[src/gwr_pkg.sv]
// ----------------------------------------------------------------------------
// gwr_pkg: shared types and constants of the grid wave router
// Cell encoding, request/response payloads, ring control and neighbor offsets.
// ----------------------------------------------------------------------------
package gwr_pkg;

  localparam int GRID_MAX  = 16;
  localparam int CELLS     = GRID_MAX * GRID_MAX;
  // window center inside the ring; leaves room for the (-1,-1) tap one stage
  // below it, where a load for that tap lands after the shift
  localparam int HEAD_POS  = GRID_MAX + 2;
  localparam int NUM_DIRS  = 8;
  localparam int IDX_W     = $clog2(CELLS);

  typedef enum logic [1:0] {
    KIND_EMPTY = 2'd0,
    KIND_WALL  = 2'd1,
    KIND_LABEL = 2'd2,
    KIND_PATH  = 2'd3
  } kind_e;

  typedef enum logic [1:0] {
    OP_WRITE = 2'd0,
    OP_SOLVE = 2'd1,
    OP_READ  = 2'd2,
    OP_CLEAR = 2'd3
  } op_e;

  typedef enum logic {
    CFG_GRID_SIZE = 1'b0,
    CFG_NBR_MODE  = 1'b1
  } cfg_idx_e;

  typedef enum logic [2:0] {
    ST_IDLE,
    ST_WRITE,
    ST_READ,
    ST_SEED,
    ST_WAVE,
    ST_TRACE,
    ST_REPLY
  } state_e;

  typedef struct packed {
    kind_e      kind;
    logic [7:0] label;
  } cell_t;

  typedef struct packed {
    op_e        opcode;
    logic [3:0] cell_x;
    logic [3:0] cell_y;
    logic       make_wall;
    logic       keep_walls;
  } req_t;

  typedef struct packed {
    kind_e      cell_kind;
    logic [7:0] cell_label;
    logic       path_found;
    logic [7:0] path_length;
    logic       rejected;
  } rsp_t;

  typedef struct packed {
    logic       clr_all;   // every cell to empty
    logic       clr_lab;   // every non-wall cell to empty
    logic       hd_ld;     // rewrite the head cell
    cell_t      hd_data;
    logic       tap_ld;    // mark one neighbor tap as path
    logic [2:0] tap_dir;
  } ring_ctl_t;

  localparam cell_t EMPTY_CELL = '{kind: KIND_EMPTY, label: 8'd0};
  localparam cell_t PATH_CELL  = '{kind: KIND_PATH,  label: 8'd0};

  // Direction order: (0,+1),(0,-1),(+1,0),(-1,0),(+1,+1),(-1,+1),(-1,-1),(+1,-1)
  function automatic logic [4:0] dir_dx(input int k);
    logic [4:0] r;
    case (k)
      2, 4, 7: r = 5'd1;
      3, 5, 6: r = 5'h1f;
      default: r = 5'd0;
    endcase
    return r;
  endfunction

  function automatic logic [4:0] dir_dy(input int k);
    logic [4:0] r;
    case (k)
      0, 4, 5: r = 5'd1;
      1, 6, 7: r = 5'h1f;
      default: r = 5'd0;
    endcase
    return r;
  endfunction

  // Ring distance of a neighbor: cells are ordered x outer, y inner
  function automatic int dir_ofs(input int k);
    int r;
    case (k)
      0:       r = 1;
      1:       r = -1;
      2:       r = GRID_MAX;
      3:       r = -GRID_MAX;
      4:       r = GRID_MAX + 1;
      5:       r = -GRID_MAX + 1;
      6:       r = -GRID_MAX - 1;
      7:       r = GRID_MAX - 1;
      default: r = 0;
    endcase
    return r;
  endfunction

endpackage

[src/gwr_cell.sv]
// ----------------------------------------------------------------------------
// gwr_cell: one stage of the rotating cell ring
// Takes its neighbor's entry every cycle, with clear and load overrides.
// ----------------------------------------------------------------------------
module gwr_cell import gwr_pkg::*; (
  input  logic  clk_i,
  input  logic  rst_ni,
  input  cell_t shift_i,
  input  logic  clr_all_i,
  input  logic  clr_lab_i,
  input  logic  ld_i,
  input  cell_t ld_data_i,
  output cell_t q_o
);

  cell_t cell_q, cell_d;

  always_comb begin
    cell_d = shift_i;
    if (clr_all_i) begin
      cell_d = EMPTY_CELL;
    end else if (clr_lab_i && shift_i.kind != KIND_WALL) begin
      cell_d = EMPTY_CELL;
    end else if (ld_i) begin
      cell_d = ld_data_i;
    end
  end

  always_ff @(posedge clk_i or negedge rst_ni) begin
    if (!rst_ni) begin
      cell_q <= EMPTY_CELL;
    end else begin
      cell_q <= cell_d;
    end
  end

  assign q_o = cell_q;

endmodule

[src/gwr_ctrl.sv]
// ----------------------------------------------------------------------------
// gwr_ctrl: sequencer of the grid wave router
// Tracks which cell sits at the ring head, runs wave passes and the
// backtrace over the neighbor window, and holds config and the reply slot.
// ----------------------------------------------------------------------------
module gwr_ctrl import gwr_pkg::*; (
  input  logic      clk_i,
  input  logic      rst_ni,
  input  logic      cfg_we_i,
  input  cfg_idx_e  cfg_idx_i,
  input  logic [4:0] cfg_wdata_i,
  input  logic      in_valid_i,
  output logic      in_ready_o,
  input  req_t      in_data_i,
  output logic      out_valid_o,
  input  logic      out_ready_i,
  output rsp_t      out_data_o,
  input  cell_t     head_i,
  input  cell_t     nbr_i [NUM_DIRS],
  output ring_ctl_t ctl_o
);

  state_e           state_q, state_d;
  logic [IDX_W-1:0] head_idx_q;
  logic [4:0]       grid_n_q;
  logic             mode_q;
  req_t             req_q, req_d;
  rsp_t             reply_q, reply_d, out_data_q, out_data_d;
  logic             out_valid_q, out_valid_d;
  logic [7:0]       level_q, level_d;
  logic [7:0]       pass_cnt_q, pass_cnt_d;
  logic             added_q, added_d, end_hit_q, end_hit_d;
  logic [IDX_W-1:0] cursor_q, cursor_d;
  logic [7:0]       trace_cnt_q, trace_cnt_d;
  logic [7:0]       path_len_q, path_len_d;

  logic [3:0]       n_m1, hx, hy;
  logic [IDX_W-1:0] end_idx, in_idx, req_idx;
  logic             in_in_grid, wr_bad, head_in, slot_free, at_cur;
  logic [NUM_DIRS-1:0] nb_ok, lab_hit, tr_hit;
  logic             grow, pass_last, hit_now, add_now, tr_any;
  logic [2:0]       tr_dir;
  logic [8:0]       level_nx;
  logic [4:0]       size_sat;

  assign n_m1       = 4'(grid_n_q - 5'd1);
  assign end_idx    = {n_m1, n_m1};
  assign in_idx     = {in_data_i.cell_x, in_data_i.cell_y};
  assign req_idx    = {req_q.cell_x, req_q.cell_y};
  assign in_in_grid = ({1'b0, in_data_i.cell_x} < grid_n_q) &&
                      ({1'b0, in_data_i.cell_y} < grid_n_q);
  assign wr_bad     = !in_in_grid || in_idx == '0 || in_idx == end_idx;
  assign hx         = head_idx_q[7:4];
  assign hy         = head_idx_q[3:0];
  assign head_in    = ({1'b0, hx} < grid_n_q) && ({1'b0, hy} < grid_n_q);
  assign slot_free  = !out_valid_q || out_ready_i;
  assign at_cur     = head_idx_q == cursor_q;
  assign pass_last  = pass_cnt_q == 8'hff;
  assign level_nx   = {1'b0, level_q} + 9'd1;

  always_comb begin
    for (int k = 0; k < NUM_DIRS; k++) begin
      nb_ok[k] = (k < 4 || mode_q) &&
                 (5'({1'b0, hx} + dir_dx(k)) < grid_n_q) &&
                 (5'({1'b0, hy} + dir_dy(k)) < grid_n_q);
      lab_hit[k] = nb_ok[k] && nbr_i[k].kind == KIND_LABEL && nbr_i[k].label == level_q;
      tr_hit[k]  = nb_ok[k] && nbr_i[k].kind == KIND_LABEL &&
                   nbr_i[k].label == 8'(trace_cnt_q - 8'd1);
    end
  end

  // first matching direction wins
  always_comb begin
    tr_dir = 3'd0;
    for (int k = NUM_DIRS - 1; k >= 0; k--) begin
      if (tr_hit[k]) tr_dir = 3'(k);
    end
  end

  assign tr_any  = |tr_hit;
  assign grow    = head_in && head_i.kind == KIND_EMPTY && |lab_hit;
  assign hit_now = end_hit_q || (grow && head_idx_q == end_idx);
  assign add_now = added_q || grow;

  always_comb begin
    if (cfg_wdata_i < 5'd2) begin
      size_sat = 5'd2;
    end else if (cfg_wdata_i > 5'(GRID_MAX)) begin
      size_sat = 5'(GRID_MAX);
    end else begin
      size_sat = cfg_wdata_i;
    end
  end

  // next state
  always_comb begin
    state_d = state_q;
    case (state_q)
      ST_IDLE: begin
        if (in_valid_i) begin
          case (in_data_i.opcode)
            OP_WRITE: state_d = wr_bad ? ST_REPLY : ST_WRITE;
            OP_SOLVE: state_d = ST_SEED;
            OP_READ:  state_d = in_in_grid ? ST_READ : ST_REPLY;
            OP_CLEAR: state_d = ST_REPLY;
            default:  state_d = ST_IDLE;
          endcase
        end
      end
      ST_WRITE, ST_READ: begin
        if (head_idx_q == req_idx) state_d = ST_REPLY;
      end
      ST_SEED: begin
        if (head_idx_q == '0) state_d = ST_WAVE;
      end
      ST_WAVE: begin
        if (pass_last) begin
          if (hit_now) begin
            state_d = ST_TRACE;
          end else if (!add_now || level_nx >= 9'd255) begin
            state_d = ST_REPLY;
          end
        end
      end
      ST_TRACE: begin
        if (at_cur && (!tr_any || trace_cnt_q == 8'd1)) state_d = ST_REPLY;
      end
      ST_REPLY: begin
        if (slot_free) state_d = ST_IDLE;
      end
      default: state_d = ST_IDLE;
    endcase
  end

  // outputs and datapath
  always_comb begin
    ctl_o       = '0;
    ctl_o.hd_data = EMPTY_CELL;
    req_d       = req_q;
    reply_d     = reply_q;
    level_d     = level_q;
    pass_cnt_d  = pass_cnt_q;
    added_d     = added_q;
    end_hit_d   = end_hit_q;
    cursor_d    = cursor_q;
    trace_cnt_d = trace_cnt_q;
    path_len_d  = path_len_q;
    out_valid_d = out_valid_q && !out_ready_i;
    out_data_d  = out_data_q;

    if (cfg_we_i && cfg_idx_i == CFG_GRID_SIZE) ctl_o.clr_all = 1'b1;

    case (state_q)
      ST_IDLE: begin
        if (in_valid_i) begin
          req_d   = in_data_i;
          reply_d = '0;
          case (in_data_i.opcode)
            OP_WRITE: reply_d.rejected = wr_bad;
            OP_SOLVE: ctl_o.clr_lab = 1'b1;
            OP_CLEAR: begin
              ctl_o.clr_all = !in_data_i.keep_walls;
              ctl_o.clr_lab = in_data_i.keep_walls;
            end
            default: ;
          endcase
        end
      end
      ST_WRITE: begin
        if (head_idx_q == req_idx) begin
          ctl_o.hd_ld   = 1'b1;
          ctl_o.hd_data = '{kind: req_q.make_wall ? KIND_WALL : KIND_EMPTY, label: 8'd0};
        end
      end
      ST_READ: begin
        if (head_idx_q == req_idx) begin
          reply_d.cell_kind  = head_i.kind;
          reply_d.cell_label = (head_i.kind == KIND_LABEL) ? head_i.label : 8'd0;
        end
      end
      ST_SEED: begin
        if (head_idx_q == '0) begin
          ctl_o.hd_ld   = 1'b1;
          ctl_o.hd_data = '{kind: KIND_LABEL, label: 8'd0};
          level_d       = 8'd0;
          pass_cnt_d    = 8'd0;
          added_d       = 1'b0;
          end_hit_d     = 1'b0;
        end
      end
      ST_WAVE: begin
        ctl_o.hd_ld   = grow;
        ctl_o.hd_data = '{kind: KIND_LABEL, label: level_nx[7:0]};
        pass_cnt_d    = 8'(pass_cnt_q + 8'd1);
        added_d       = add_now;
        end_hit_d     = hit_now;
        if (pass_last) begin
          level_d   = level_nx[7:0];
          added_d   = 1'b0;
          end_hit_d = 1'b0;
          if (hit_now) begin
            path_len_d  = level_nx[7:0];
            trace_cnt_d = level_nx[7:0];
            cursor_d    = end_idx;
          end else if (!add_now || level_nx >= 9'd255) begin
            reply_d.path_found  = 1'b0;
            reply_d.path_length = 8'd0;
          end
        end
      end
      ST_TRACE: begin
        if (at_cur) begin
          ctl_o.tap_ld  = tr_any;
          ctl_o.tap_dir = tr_dir;
          cursor_d      = 8'(head_idx_q + 8'(dir_ofs(int'(tr_dir))));
          trace_cnt_d   = 8'(trace_cnt_q - 8'd1);
          if (!tr_any || trace_cnt_q == 8'd1) begin
            reply_d.path_found  = 1'b1;
            reply_d.path_length = path_len_q;
          end
        end
      end
      ST_REPLY: begin
        if (slot_free) begin
          out_valid_d = 1'b1;
          out_data_d  = reply_q;
        end
      end
      default: ;
    endcase
  end

  always_ff @(posedge clk_i or negedge rst_ni) begin
    if (!rst_ni) begin
      state_q     <= ST_IDLE;
      head_idx_q  <= '0;
      grid_n_q    <= 5'(GRID_MAX);
      mode_q      <= 1'b0;
      out_valid_q <= 1'b0;
      level_q     <= '0;
      pass_cnt_q  <= '0;
      added_q     <= 1'b0;
      end_hit_q   <= 1'b0;
      cursor_q    <= '0;
      trace_cnt_q <= '0;
    end else begin
      state_q     <= state_d;
      head_idx_q  <= IDX_W'(head_idx_q + 1'b1);
      out_valid_q <= out_valid_d;
      level_q     <= level_d;
      pass_cnt_q  <= pass_cnt_d;
      added_q     <= added_d;
      end_hit_q   <= end_hit_d;
      cursor_q    <= cursor_d;
      trace_cnt_q <= trace_cnt_d;
      if (cfg_we_i) begin
        case (cfg_idx_i)
          CFG_GRID_SIZE: grid_n_q <= size_sat;
          CFG_NBR_MODE:  mode_q   <= cfg_wdata_i[0];
          default: ;
        endcase
      end
    end
  end

  always_ff @(posedge clk_i) begin
    req_q      <= req_d;
    reply_q    <= reply_d;
    out_data_q <= out_data_d;
    path_len_q <= path_len_d;
  end

  assign in_ready_o  = state_q == ST_IDLE;
  assign out_valid_o = out_valid_q;
  assign out_data_o  = out_data_q;

endmodule

[src/grid_wave_router.sv]
// ----------------------------------------------------------------------------
// grid_wave_router: Lee wave maze router over a rotating ring of grid cells
//
//   channel   direction  handshake              payload
//   config    in         cfg_we_i               cfg_idx_i, cfg_wdata_i
//   request   in         in_valid_i/in_ready_o  in_data_i  (req_t)
//   result    out        out_valid_o/out_ready_i out_data_o (rsp_t)
//
// All 256 cells rotate one ring stage per cycle past a fixed window (head
// cell and its eight neighbor taps); every access waits for its cell there.
// Clear and rejected requests go straight to the reply; reads and writes wait for their cell.
// Solve: a wait to seed, a full ring pass per wave level, then a wait per path step.
// One request is in work at a time; a held result blocks only the next reply.
// Reset empties every cell at once, with no clearing pass.
// ----------------------------------------------------------------------------
module grid_wave_router import gwr_pkg::*; (
  input  logic     clk_i,
  input  logic     rst_ni,
  input  logic     cfg_we_i,
  input  cfg_idx_e cfg_idx_i,
  input  logic [4:0] cfg_wdata_i,
  input  logic     in_valid_i,
  output logic     in_ready_o,
  input  req_t     in_data_i,
  output logic     out_valid_o,
  input  logic     out_ready_i,
  output rsp_t     out_data_o
);

  cell_t      ring [CELLS];
  cell_t      nbr  [NUM_DIRS];
  logic [CELLS-1:0] cell_ld;
  ring_ctl_t  ctl;

  gwr_ctrl u_ctrl (
    .clk_i       (clk_i),
    .rst_ni      (rst_ni),
    .cfg_we_i    (cfg_we_i),
    .cfg_idx_i   (cfg_idx_i),
    .cfg_wdata_i (cfg_wdata_i),
    .in_valid_i  (in_valid_i),
    .in_ready_o  (in_ready_o),
    .in_data_i   (in_data_i),
    .out_valid_o (out_valid_o),
    .out_ready_i (out_ready_i),
    .out_data_o  (out_data_o),
    .head_i      (ring[HEAD_POS]),
    .nbr_i       (nbr),
    .ctl_o       (ctl)
  );

  for (genvar k = 0; k < NUM_DIRS; k++) begin : g_tap
    assign nbr[k] = ring[HEAD_POS + dir_ofs(k)];
  end

  // loads land one stage down, where the entry sits after this shift
  always_comb begin
    cell_ld = '0;
    cell_ld[HEAD_POS-1] = ctl.hd_ld;
    for (int k = 0; k < NUM_DIRS; k++) begin
      if (ctl.tap_ld && ctl.tap_dir == 3'(k)) cell_ld[HEAD_POS - 1 + dir_ofs(k)] = 1'b1;
    end
  end

  for (genvar i = 0; i < CELLS; i++) begin : g_ring
    gwr_cell u_cell (
      .clk_i     (clk_i),
      .rst_ni    (rst_ni),
      .shift_i   (ring[(i + 1) % CELLS]),
      .clr_all_i (ctl.clr_all),
      .clr_lab_i (ctl.clr_lab),
      .ld_i      (cell_ld[i]),
      .ld_data_i ((i == HEAD_POS - 1) ? ctl.hd_data : PATH_CELL),
      .q_o       (ring[i])
    );
  end

  a_ld_exclusive: assert property (@(posedge clk_i) disable iff (!rst_ni)
    !(ctl.hd_ld && ctl.tap_ld))
    else $error("head and tap load in the same cycle");

  a_no_ld_on_clear: assert property (@(posedge clk_i) disable iff (!rst_ni)
    (ctl.clr_all || ctl.clr_lab) |-> !(ctl.hd_ld || ctl.tap_ld))
    else $error("cell load during a grid clear");

  a_idle_no_ld: assert property (@(posedge clk_i) disable iff (!rst_ni)
    in_ready_o |-> !(ctl.hd_ld || ctl.tap_ld))
    else $error("cell load while no request is in work");

  a_one_ld: assert property (@(posedge clk_i) disable iff (!rst_ni)
    $onehot0(cell_ld))
    else $error("more than one ring stage loaded");

endmodule
[config.mk]
export PLATFORM = sky130hd
export DESIGN_NAME = grid_wave_router
export DESIGN_NICKNAME = d
export VERILOG_FILES = /design/src/gwr_pkg.sv /design/src/gwr_cell.sv /design/src/gwr_ctrl.sv /design/src/grid_wave_router.sv
export SDC_FILE = /design/constraint.sdc
export NUM_CORES = 2
export LEC_CHECK = 0
export BUFFER_PORTS_ARGS = -buffer_cell sky130_fd_sc_hd__buf_2
export CAP_MARGIN = 20
export CORE_AREA = 2 2 356 534
export DETAILED_ROUTE_END_ITERATION = 6
export DIE_AREA = 0 0 358 536
export PLACE_DENSITY = 0.66
export SYNTH_ARGS = -nofsm -noshare
export SYNTH_HDL_FRONTEND = slang
export SYNTH_SLANG_ARGS = --single-unit
[constraint.sdc]
create_clock -name clk_i -period 15.3 [get_ports clk_i]
set_input_delay 2.295 -clock clk_i [delete_from_list [all_inputs] [get_ports clk_i]]
set_output_delay 2.295 -clock clk_i [all_outputs]
set_load 0.05 [all_outputs]
==> tab_implementation.tex <==
\begin{tabular}{lr}
\hline
Metric & Value \\
\hline
\multicolumn{2}{l}{\textbf{Detailed routing}} \\
Initial drt markers & 3441 \\
Average wire per standard cell & 17.8 um \\
ANT nets after route & 0 \\
Overall via count from detail\_route & 48800 \\
Via density per instance & 5.05 \\
Initial DRT Pass Iterations & 7 \\
Post-route DRC & 1 \\
Total wire length & 172 mm \\
\multicolumn{2}{l}{\textbf{Logic synthesis}} \\
Post-synth design cell area & 0.0930 sq mm \\
Most common flop cell mapped by yosys & sky130\_fd\_sc\_hd\_\_dfrtp\_1 \\
Xor/xnor cell area share of the yosys netlist & 1.61\% \\
Multiplexer share of the synthesized area & 0.184\% \\
Fraction of registers with async set/reset & 97.9\% \\
Post-synthesis instance total & 6850 \\
Synthesized-area fraction occupied by adder cells & 0.775\% \\
Simple-gate portion of the synthesized area & 21.3\% \\
Cell variety after synth & 85 \\
Mean instance size in the synthesized netlist & 13.6 sq um \\
Synth Area in Compound Gates & 3.08\% \\
Warnings from Yosys & 0 \\
Post-Synthesis Net Count & 6930 \\
Number of flops mapped to enable cells by yosys & 57 \\
Flops \& latches, synth & 2669 \\
Dominant combinational cell family by area after synthesis & simple AND/OR/NAND/NOR gates \\
Proportion of synthesized chip area in sequential cells & 72.1\% \\
\multicolumn{2}{l}{\textbf{CTS}} \\
Worst skew pair latency & 860 ps \\
TritonCTS clock tree & yes \\
Number of H-tree branching levels & 4 \\
Number of CTS-inserted buffers & 234 \\
Clk pin slew, worst setup/hold paths & 70 ps \\
Post-CTS Repair Setup Buffers & 0 \\
Total of hold buffers inserted after clock tree synthesis & 0 \\
Gates resized, CTS repair & 0 \\
Clock tree sinks & 2669 \\
Library cell used as clock root buffer & sky130\_fd\_sc\_hd\_\_clkbuf\_16 \\
CTS Buffer Depth & 4 \\
\multicolumn{2}{l}{\textbf{Job}} \\
Maximum capacitance violations & 0 \\
\multicolumn{2}{l}{\textbf{Hold path}} \\
Class of the worst hold path & reg -> reg \\
\multicolumn{2}{l}{\textbf{Power and ir drop}} \\
PwrDens & 128 mW/mm\^{}2 \\
Maximum VDD drop & 0.0950 mV \\
Leakage power & 53.5 nW \\
\multicolumn{2}{l}{\textbf{Layout}} \\
Register cell area after layout & 0.0671 sq mm \\
Area taken by multi-input logic gates & 0.0251 sq mm \\
Area added between synthesis and finish & 12.2\% \\
Fraction of layout cells with a size suffix above 1 & 7.18\% \\
Summed area of non-filler cells in the final layout & 0.104 sq mm \\
Nets & 7094 \\
Fillcell total & 15000 \\
Filler-free cell count of the finished design & 9667 \\
\multicolumn{2}{l}{\textbf{Worst setup path}} \\
Element type at the critical path end & register \\
Worst Setup Start Kind & register \\
Required arrival time at the worst endpoint & 16050 ps \\
Worst Path Class, Setup & reg -> reg \\
Endpoint arrival time on the critical path & 7350 ps \\
Maximum fanout count along the critical path & 18 \\
\multicolumn{2}{l}{\textbf{Timing}} \\
Setup repair after global routing missed its margin & no \\
Max-slew violation count & 0 \\
Hold violation total from the final report & 0 \\
Setup-violating endpoint count in the final report & 0 \\
Worst Skew & 53.1 ps \\
Post-layout min period & 6600 ps \\
Slew of the pin with the lowest slew margin & 1140 ps \\
Peak Freq & 152 MHz \\
Share of the clock period used by the worst path after layout & 43.1\% \\
Fin Setup TNS & 0 ps \\
Worst max-slew margin expressed relative to the limit & 23.9\% \\
\multicolumn{2}{l}{\textbf{Die}} \\
Boundary Pins & 45 \\
Initial core utilization & 49.6\% \\
Cell row count & 195 \\
DIE HEIGHT & 536 um \\
Die Outline Area & 0.192 sq mm \\
Core ar. & 0.187 sq mm \\
Die boundary width & 358 um \\
\multicolumn{2}{l}{\textbf{Place}} \\
Final GP Congestion & 0.932 \\
Sum of net half-perimeters after detailed placement & 103 mm \\
Placed instance count & 9230 \\
Count of buffers from port buffering & 44 \\
Placement-stage cell area & 0.0962 sq mm \\
\multicolumn{2}{l}{\textbf{Outcome}} \\
Status & finished with violations \\
Violations in the final reports & DRC \\
\multicolumn{2}{l}{\textbf{Global routing}} \\
First-pass GRT wire length & 287 mm \\
Pin count of the biggest net entering global routing & 200 \\
Number of antenna violations at the first check in global routing & 1 \\
Overflow left after global routing & 0 \\
Via count of the first global-routing pass & 53000 \\
GRT Util Overall & 18.5\% \\
\hline
\end{tabular}
placed cells by master (no fill, tap or decap), types with 9 or more instances in the layout:
| cell type | Yosys | routed |
|---|---|---|
| sky130_fd_sc_hd__inv_1 | 45 | 45 |
| sky130_fd_sc_hd__clkinvlp_4 | 0 | 12 |
| sky130_fd_sc_hd__a31oi_1 | 9 | 9 |
| sky130_fd_sc_hd__or3_1 | 10 | 10 |
| sky130_fd_sc_hd__nand2_1 | 88 | 87 |
| sky130_fd_sc_hd__clkbuf_16 | 0 | 238 |
| sky130_fd_sc_hd__buf_12 | 0 | 12 |
| sky130_fd_sc_hd__nor3_1 | 30 | 30 |
| sky130_fd_sc_hd__clkinv_2 | 0 | 49 |
| sky130_fd_sc_hd__bufinv_16 | 0 | 23 |
| sky130_fd_sc_hd__nor4_1 | 30 | 30 |
| sky130_fd_sc_hd__buf_4 | 0 | 37 |
| sky130_fd_sc_hd__and2_1 | 2301 | 2301 |
| sky130_fd_sc_hd__nand3_1 | 37 | 37 |
| sky130_fd_sc_hd__edfxtp_1 | 57 | 57 |
| sky130_fd_sc_hd__a22oi_1 | 11 | 11 |
| sky130_fd_sc_hd__nand4_1 | 24 | 24 |
| sky130_fd_sc_hd__xor2_1 | 78 | 78 |
| sky130_fd_sc_hd__clkbuf_1 | 151 | 42 |
| sky130_fd_sc_hd__nor2b_1 | 24 | 24 |
| sky130_fd_sc_hd__buf_2 | 14 | 44 |
| sky130_fd_sc_hd__nand2b_1 | 264 | 263 |
| sky130_fd_sc_hd__xnor2_1 | 83 | 83 |
| sky130_fd_sc_hd__dfrtp_1 | 2611 | 2611 |
| sky130_fd_sc_hd__and3_1 | 280 | 280 |
| sky130_fd_sc_hd__nor2_1 | 88 | 88 |
| sky130_fd_sc_hd__clkbuf_8 | 0 | 47 |
| sky130_fd_sc_hd__o21ai_0 | 60 | 60 |
| sky130_fd_sc_hd__a21o_1 | 14 | 14 |
| sky130_fd_sc_hd__ha_1 | 56 | 56 |
| sky130_fd_sc_hd__a21oi_1 | 313 | 311 |
per-stage QoR:
step | worst slack, ps | power [mW] | hold WS (ps) | util (%)
after floorplan | 9890 | 7.31 | 400 | -
after global placement | 8400 | 7.51 | 403 | 51.3
after detailed placement | 8310 | 7.52 | 406 | 51.3
after CTS | 8810 | 13.6 | 414 | 55.6
after global routing | 8290 | 13.9 | 425 | 55.7
final | 8700 | 13.4 | 415 | 55.7
per-layer routing:
layer  routed length, um  GRT usage [%]  vias up
met4                6710           7.11        0
met1               71500           23.9    25300
met5                   0              0        -
met2               87500           31.8      818
li1                    -              -    22300
met3                6230           2.64      406
power by group:
group / internal [mW] / switching [mW] / leakage, nW
clock: 3.48 / 2.54 / 3.92
sequential: 7.08 / 0.00311 / 36.9
combinational: 0.0416 / 0.254 / 12.7
critical path, stage by stage, from the launching register on:
cell	delay, ps
sky130_fd_sc_hd__dfrtp_1	360
sky130_fd_sc_hd__buf_4	240
sky130_fd_sc_hd__inv_1	160
sky130_fd_sc_hd__ha_1	600
sky130_fd_sc_hd__or3b_2	690
sky130_fd_sc_hd__mux2i_1	190
sky130_fd_sc_hd__or4_1	540
sky130_fd_sc_hd__or3b_1	470
sky130_fd_sc_hd__o41ai_1	430
sky130_fd_sc_hd__a21boi_0	160
sky130_fd_sc_hd__o21ai_1	170
sky130_fd_sc_hd__nor2b_1	220
sky130_fd_sc_hd__ha_1	170
sky130_fd_sc_hd__o21a_1	250
sky130_fd_sc_hd__ha_1	270
sky130_fd_sc_hd__a21o_1	150
sky130_fd_sc_hd__a21o_1	190
sky130_fd_sc_hd__a21o_1	180
sky130_fd_sc_hd__a21oi_1	200
sky130_fd_sc_hd__o21ai_0	140
sky130_fd_sc_hd__xnor2_1	210
sky130_fd_sc_hd__nand2_1	80
sky130_fd_sc_hd__a211oi_1	240
sky130_fd_sc_hd__a31oi_1	80
sky130_fd_sc_hd__nand2_1	80
worst paths after layout:
kind	startpoint	endpoint	slack, ps	cells after the start
max	u_ctrl.trace_cnt_q[0]	u_ctrl.cursor_q[7]	8700	24
min	g_ring[185].u_cell.q_o[6]	g_ring[184].u_cell.q_o[6]	420	1
max reg2reg	u_ctrl.trace_cnt_q[0]	u_ctrl.cursor_q[7]	8700	24
min reg2reg	g_ring[185].u_cell.q_o[6]	g_ring[184].u_cell.q_o[6]	420	1
max in group asynchronous	rst_ni	g_ring[101].u_cell.q_o[9]	10780	4
min in group asynchronous	rst_ni	g_ring[21].u_cell.q_o[0]	1460	1
synth_stat cells (24+ instances only):
cell                       number  area share (%)
sky130_fd_sc_hd__a21oi_1      313             1.7
sky130_fd_sc_hd__and2_1      2301              15
sky130_fd_sc_hd__and3_1       280             1.9
sky130_fd_sc_hd__clkbuf_1     151            0.61
sky130_fd_sc_hd__dfrtp_1     2611              70
sky130_fd_sc_hd__edfxtp_1      57             1.8
sky130_fd_sc_hd__ha_1          56            0.75
sky130_fd_sc_hd__inv_1         45            0.18
sky130_fd_sc_hd__nand2_1       88            0.36
sky130_fd_sc_hd__nand2b_1     264             1.8
sky130_fd_sc_hd__nand3_1       37            0.20
sky130_fd_sc_hd__nand4_1       24            0.16
sky130_fd_sc_hd__nor2_1        88            0.36
sky130_fd_sc_hd__nor2b_1       24            0.16
sky130_fd_sc_hd__nor3_1        30            0.16
sky130_fd_sc_hd__nor4_1        30            0.20
sky130_fd_sc_hd__o21ai_0       60            0.32
sky130_fd_sc_hd__xnor2_1       83            0.78
sky130_fd_sc_hd__xor2_1        78            0.73
kinds of logic after synthesis:
family                     Yosys count
buffers and inverters              221
AOI/OAI and AO/OA                  497
adders and majority gates           57
and+or+nand+nor                   3225
muxes                               16
xor gates and xnor gates           165
DFF                               2669
flip-flops by register name, summed over array words and instances (netlist names):
name and flops:
u_ctrl.level_q 8, u_ctrl.reply_q 20, u_ctrl.req_q 1, u_ctrl.head_idx_q 8, u_ctrl.trace_cnt_q 8, u_ctrl.out_valid_o 1, u_ctrl.pass_cnt_q 8, u_ctrl.added_q 1
u_ctrl.mode_q 1, u_ctrl.path_len_q 8, u_ctrl.cursor_q 8, g_ring.u_cell.q_o 2560, u_ctrl.grid_n_q 5, u_ctrl.state_q 3, u_ctrl.req_idx 8, u_ctrl.out_data_o 20
u_ctrl.end_hit_q 1
layout make-up:
type | count | area share [%]
flip-flops and latches | 2669 | 64.3
multi-input cells | 3960 | 24.1
clock buffers | 327 | 6.48
well taps | 2462 | 2.95
clock inverters | 99 | 1.14
repair buffers | 103 | 0.898
inverters | 46 | 0.165
diodes | 1 | 0.00240
Power figures use the tool's default switching activity.
